<file path="src/hw/rtl/euler_to_rotation_matrix_macros.svh">
// Assertion macros shared by the euler_to_rotation_matrix RTL.
// All macros assume a clock named clock and a reset named reset in scope.
`ifndef EULER_TO_ROTATION_MATRIX_MACROS_SVH
`define EULER_TO_ROTATION_MATRIX_MACROS_SVH

// Implication checked outside reset.
`define E2R_ASSERT_IMP(lbl, ante, cons) \
   lbl: assert property (@(posedge clock) disable iff (reset) (ante) |-> (cons)) \
      else $error("assertion failed");

// Next-cycle implication checked outside reset.
`define E2R_ASSERT_NEXT(lbl, ante, cons) \
   lbl: assert property (@(posedge clock) disable iff (reset) (ante) |=> (cons)) \
      else $error("assertion failed");

// Condition that must hold in the cycle after reset was high.
`define E2R_ASSERT_AFTER_RESET(lbl, cons) \
   lbl: assert property (@(posedge clock) $past(reset) |-> (cons)) \
      else $error("assertion failed");

`endif

</file>
<file path="src/hw/rtl/e2r_pkg.sv">
// Shared types, constants and arithmetic helpers for the Euler-to-rotation block.
// No dependencies.
`timescale 1ns / 1ps

package e2r_pkg;

   localparam int XY_BITS  = 34;   // CORDIC x/y, Q.30
   localparam int Z_BITS   = 36;   // CORDIC residual angle, Q.30
   localparam int Q30_BITS = 32;   // clamped cos/sin and products, Q.30

   localparam logic signed [Z_BITS-1:0]  HALF_PI = 36'sd1686629713;
   localparam logic signed [Z_BITS-1:0]  PI      = 36'sd3373259426;
   localparam logic signed [XY_BITS-1:0] GAIN    = 34'sd652032874;
   localparam logic signed [XY_BITS-1:0] ONE_XY  = 34'sd1073741824;

   typedef enum logic {
      SEQ_ZYX = 1'b0,
      SEQ_XYZ = 1'b1
   } seq_type;

   typedef struct packed {
      logic signed [XY_BITS-1:0] x;
      logic signed [XY_BITS-1:0] y;
      logic signed [Z_BITS-1:0]  z;
      logic                      flip;
   } lane_type;

   // lane 0: about x, lane 1: about y, lane 2: about z
   typedef struct packed {
      lane_type [2:0] lane;
      seq_type        seq;
   } cell_type;

   function automatic logic signed [Z_BITS-1:0] atan_q30(input logic [4:0] idx);
      logic signed [Z_BITS-1:0] r;
      case (idx)
         5'd0:  r = 36'sh03243F6A8;
         5'd1:  r = 36'sh01DAC6705;
         5'd2:  r = 36'sh00FADBAFC;
         5'd3:  r = 36'sh007F56EA6;
         5'd4:  r = 36'sh003FEAB76;
         5'd5:  r = 36'sh001FFD55B;
         5'd6:  r = 36'sh000FFFAAA;
         5'd7:  r = 36'sh0007FFF55;
         5'd8:  r = 36'sh0003FFFEA;
         5'd9:  r = 36'sh0001FFFFD;
         5'd10: r = 36'sh0000FFFFF;
         5'd11: r = 36'sh00007FFFF;
         5'd12: r = 36'sh00003FFFF;
         5'd13: r = 36'sh00001FFFF;
         5'd14: r = 36'sh00000FFFF;
         5'd15: r = 36'sh000007FFF;
         5'd16: r = 36'sh000003FFF;
         5'd17: r = 36'sh000001FFF;
         5'd18: r = 36'sh000000FFF;
         5'd19: r = 36'sh0000007FF;
         5'd20: r = 36'sh0000003FF;
         5'd21: r = 36'sh0000001FF;
         5'd22: r = 36'sh0000000FF;
         5'd23: r = 36'sh00000007F;
         5'd24: r = 36'sh00000003F;
         5'd25: r = 36'sh00000001F;
         5'd26: r = 36'sh00000000F;
         5'd27: r = 36'sh000000008;
         5'd28: r = 36'sh000000004;
         5'd29: r = 36'sh000000002;
         5'd30: r = 36'sh000000001;
         default: r = '0;
      endcase
      return r;
   endfunction

   // Q.30 product, rounded half up
   function automatic logic signed [Q30_BITS-1:0] mul30(
      input logic signed [Q30_BITS-1:0] a,
      input logic signed [Q30_BITS-1:0] b
   );
      logic signed [63:0] pr;
      pr = 64'(a) * 64'(b) + 64'sd536870912;
      return pr[61:30];
   endfunction

endpackage

</file>
<file path="src/hw/rtl/e2r_cordic_cell.sv">
// One CORDIC rotation step for the three angles, registered, with stream handshake.
// Depends on e2r_pkg.
`timescale 1ns / 1ps

module e2r_cordic_cell import e2r_pkg::*; #(
   parameter int STEP = 0
) (
   input  logic     clock,
   input  logic     reset,
   input  logic     up_valid,
   output logic     up_ready,
   input  cell_type up_data,
   output logic     dn_valid,
   input  logic     dn_ready,
   output cell_type dn_data
);

   logic     valid_ff;
   cell_type data_ff;
   cell_type data_in;
   logic     load;

   assign load     = !valid_ff || dn_ready;
   assign up_ready = load;

   always_comb begin
      data_in     = up_data;
      for (int k = 0; k < 3; k++) begin
         if (!up_data.lane[k].z[Z_BITS-1]) begin
            data_in.lane[k].x = up_data.lane[k].x - (up_data.lane[k].y >>> STEP);
            data_in.lane[k].y = up_data.lane[k].y + (up_data.lane[k].x >>> STEP);
            data_in.lane[k].z = up_data.lane[k].z - atan_q30(5'(STEP));
         end else begin
            data_in.lane[k].x = up_data.lane[k].x + (up_data.lane[k].y >>> STEP);
            data_in.lane[k].y = up_data.lane[k].y - (up_data.lane[k].x >>> STEP);
            data_in.lane[k].z = up_data.lane[k].z + atan_q30(5'(STEP));
         end
      end
   end

   always_ff @(posedge clock) begin
      if (reset) begin
         valid_ff <= 1'b0;
      end else if (load) begin
         valid_ff <= up_valid;
      end
   end

   always_ff @(posedge clock) begin
      if (load && up_valid) begin
         data_ff <= data_in;
      end
   end

   assign dn_valid = valid_ff;
   assign dn_data  = data_ff;

endmodule

</file>
<file path="config.mk">
export PLATFORM = sky130hd
export DESIGN_NAME = e2r_cordic_cell
export DESIGN_NICKNAME = d
export VERILOG_FILES = /design/src/hw/rtl/euler_to_rotation_matrix_macros.svh /design/src/hw/rtl/e2r_pkg.sv /design/src/hw/rtl/e2r_cordic_cell.sv
export SDC_FILE = /design/constraint.sdc
export NUM_CORES = 1
export LEC_CHECK = 0
export ABC_CLOCK_PERIOD_IN_PS = 27800
export BUFFER_PORTS_ARGS = -buffer_cell sky130_fd_sc_hd__buf_2
export CAP_MARGIN = 10
export CORE_ASPECT_RATIO = 0.5
export CORE_UTILIZATION = 35
export CTS_CLUSTER_DIAMETER = 30
export DETAILED_ROUTE_END_ITERATION = 8
export GPL_TIMING_DRIVEN = 0
export PLACE_DENSITY = 0.58
export SYNTH_ARGS = -nofsm -noshare
export SYNTH_HDL_FRONTEND = slang
export SYNTH_SLANG_ARGS = --single-unit
</file>
<file path="constraint.sdc">
create_clock -name clock -period 27.8 [get_ports clock]
set_input_delay 4.17 -clock clock [delete_from_list [all_inputs] [get_ports clock]]
set_output_delay 4.17 -clock clock [all_outputs]
set_load 0.01 [all_outputs]
</file>
# Yosys cells after proc, flatten, opt, wreduce, memory -nomap -nowiden
# Cells that the tools add are included.
[classes] n_addsub=15 n_reduce_logical=3 n_mux=3
[op_table] operator="2-to-1 mux 104 bit" n=3
[op_table] operator="subtractor 34 bit" n=6
[op_table] operator="adder 36 x 31 -> 36 bit, second input constant" n=3
[op_table] operator="subtractor 36 x 31 -> 36 bit, second input constant" n=3
[op_table] operator="adder 34 bit" n=3
[op_table] operator="logical AND 1 bit" n=1
[op_table] operator="logical NOT 1 bit" n=1
[op_table] operator="logical OR 1 bit" n=1
[totals] word_cells=35 reg_bits=317

# Longest topological paths before layout
[logic_depth] depth_word=3 ltp_mapped=15 mapped_depth_nobuf=14

# Least setup slack after synthesis
# Ideal clock, no wire load.
[synth_timing] path_kind="input-to-reg" start="in dn_ready" end="reg data_ff, in the netlist dn_data[0] (enable)" n_path_buf=0 slack_ns=15.593 stages=2 required_time_ns=27.084 t_arrival_ns=11.491 path_cell_list="nand2b_1 and2_1"
[synth_between] elab_chain_len=2
[synth_rtl] item="from (decl)" line="e2r_cordic_cell.sv:14" rtl="input logic dn_ready,"
[synth_rtl] item="logical OR 1 bit" line="e2r_cordic_cell.sv:23" rtl="assign load = !valid_ff || dn_ready;"
[synth_rtl] item="logical AND 1 bit" line="e2r_cordic_cell.sv:50" rtl="if (load && up_valid) begin"
[synth_rtl] item="to (signal assigned)" line="e2r_cordic_cell.sv:51" rtl="data_ff <= data_in;"
[synth_rtl] item="to (decl)" line="e2r_cordic_cell.sv:19" rtl="cell_type data_ff;"
# No other way between the ends.
# A chain may end at the register's enable or synchronous reset.

==> impl_metrics.toml <==
[power]
switchingPower_mw = 0.7289
leakage_nw = 16.83
vdd_drop_max_mv = 0.03853
power_frac_comb_pct = 32.3
p_seq_share_pct = 30.0
total_power_mw = 2.105
p_clk_share_pct = 37.7
power.density_nw_per_um2 = 56.29
switching_share_pct = 34.63
internal_power_mw = 1.376

[synth]
synth_ff_type = "edfxtp_1"
synth.avg_cell_area_um2 = 8.715
async_reset_ff_share_pct = 0
synth_area_um2 = 30340
yosys.area.top_type = "edfxtp_1"
ys_types = 87
synth_area_leaders = "edfxtp_1 31%, ha_1 16%, a21oi_1 7.2%"
ys_seq_area_share_pct = 31.05
synth_nets = 4203
synth-seq-cells = 314
synth_edf_count = 313
yosys.area.top_type_share_pct = 30.98
ys_warn_count = 0
synthCells = 3481

[die]
num_rows = 75
die_area_um2 = 87930
core_area_um2 = 84830
start_util_pct = 35.76
die_h_um = 210.2
pin_count = 638
fp.dieW_um = 418.3

[clocking]
clockBufferDepth = 3
cts_sinks = 314
cts.clk_slew.worst_paths_ps = 60
tritoncts = "built"
postCtsSetupBuffers = 0
cts_buffers = 69
postCtsHoldBufs = 0
worstSkewPairLatency_ps = 650
cts-root-buf = "clkbuf_16"
ctsResizeCount = 0
htree_levels = 3

[grt]
grt_max_degree = 69
overflow = 0
gr-usage-all-layers_pct = 24.48
antenna_found_initial = 31
grt_pass1_vias = 28750
grt_pass1_wl_mm = 166.3

[critical_path]
slowest_stage = "a2111oi_1"
r2r_setup_slack_ps = 25330
cp-start-kind = "input port"
end_kind = "flop"
cpPeakStageDelay_ps = 570
cp_max_fo = 26
worstPathCellList = "buf_2, clkbuf_1, inv_1, clkbuf_2, ha_1, a21o_1, a21oi_1, o21ai_0, a2111oi_1, o21ai_0, and2_1, a221o_1, a211o_1, a211oi_1, a21oi_1, xor2_1"
crit_required_ps = 28190
critPathKind = "in -> reg"
critPathBufInv = 4
cp_top_family = "compound AO/OA/AOI/OAI gates"
cp.arrival_ps = 9310

[sta]
post-route-worst-setup-slack_ps = 18880
worst_pin_slew_ps = 1250
finalClockSkew_ps = 23.87
period_needed_ps = 8919
tns_ps = 0
finalHoldViolCount = 0
timing.fmax_ghz = 0.1121
finalSetupViolCount = 0
rsz0062_at_grt = "false"
min_period_over_period_pct = 32.08
timing.hold.ws_ps = 553.7
final-max-slew-violation-count = 0
slew_headroom_pct = 15.64

[finish]
mostFrequentLayoutCell = "buf_2"
final_cell_mix = "640 x buf_2, 438 x a21oi_1, 390 x ha_1"
nets = 4916
final_util_pct = 44.08
area_delta_synth_final_pct = 23.27
fin_cells = 5425
post-route-cell-area_um2 = 37390
drive_gt1_share_pct = 18.94

[placement]
gp_congestion = 0.9405
placed_cells = 5278
dpl_worst_slack_ps = 18240
placed_cell_area_um2 = 35110
hpwlAfterDp_mm = 88.06
port_buffers = 637

[route]
drc_errors = 0
drt-met1-wl_mm = 44.50
drtIter0Drc = 2751
top_layer_used = "met5"
vias_per_cell = 5.421
dr_total_vias = 29410
routed_wl_mm = 111.7
dr.pass1.iters = 6
wl_met2_mm = 56.19
routed-wl-met3_mm = 6.095
antenna_left = 0
wl_per_cell_um = 20.58

[run_status]
run_status = "completed"

[hold_path]
hold_path.class = "reg -> reg"

[job]
maxCapViolations = 0
-- synthesized netlist by cell type, drive strengths merged (11+ instances only) --
| master | instances |
|---|---|
| a21oi | 438 |
| ha | 390 |
| inv | 328 |
| nor2 | 314 |
| edfxtp | 313 |
| o21ai | 237 |
| xnor2 | 231 |
| nand2 | 153 |
| a21o | 120 |
| clkbuf | 108 |
| o21bai | 72 |
| nor3 | 55 |
| nor2b | 52 |
| nand3 | 49 |
| xor2 | 45 |
| mux2i | 37 |
| o21a | 37 |
| nand2b | 34 |
| a211oi | 33 |
| nand4 | 32 |
| buf | 30 |
| o31ai | 29 |
| a31oi | 28 |
| o211ai | 27 |
| and3 | 22 |
| or3 | 20 |
| and2 | 18 |
| nor4 | 17 |
| fa | 12 |
| a221oi | 11 |
| a311oi | 11 |
| o31a | 11 |
-- metal layers --
| layer | vias up | track usage, % |
|---|---|---|
| met5 | - | 0 |
| met1 | 14110 | 28.51 |
| met4 | 4 | 11.96 |
| met3 | 258 | 3.980 |
| met2 | 1049 | 43.67 |
| li1 | 13990 | - |
-- flip-flops by register name (all words and copies together) (netlist names) --
name / cells
dn_data: 313
dn_valid: 1
-- power by group through the flow --
stage               combinational, mW  sequential [mW]  clock, mW
floorplan                       0.394            0.680          0
global placement                0.667            0.652          0
detailed placement              0.672            0.640          0
CTS                             0.676            0.632      0.815
global route                    0.740            0.637      0.834
finish                          0.680            0.632      0.793
-- kinds of logic (layout without fill, tap and decap cells) --
logic type,count (synthesis),after routing,synth area share (%)
simple gates,798,798,12.43
fa+ha+maj,402,402,16.88
other cells,0,25,0
buf+inv,476,1240,6.067
compound gates,1176,1176,24.31
flops,314,314,31.05
xor+xnor,276,276,7.969
mux,39,39,1.295
-- area by class of cell --
class,count,area [um^2]
diodes,25,62.56
plain buffers,138,575.6
clock buffers,77,1799
clock inverters,45,420.4
fillers,8433,47440
inverters,338,1269
multi-input cells,2691,19080
flip-flops and latches,314,9419
well taps,1155,1445
repair buffers,642,3326
-- final timing paths --
| kind | startpoint | end | depth (start not counted) |
|---|---|---|---|
| hold reg to reg | dn_valid | dn_valid | 2 |
| setup reg to reg | dn_valid | dn_data[91] | 5 |
| setup / recovery | up_data[37] | dn_data[36] | 16 |
| hold / removal | dn_valid | dn_valid | 2 |
-- worst register-to-register path, cell delays in order (launching register included) --
cell	delay, ps
dfxtp_1	310
nand2b_1	110
and2_4	610
buf_16	330
buf_16	290
buf_16	370
(Power assumes the default switching activity.)
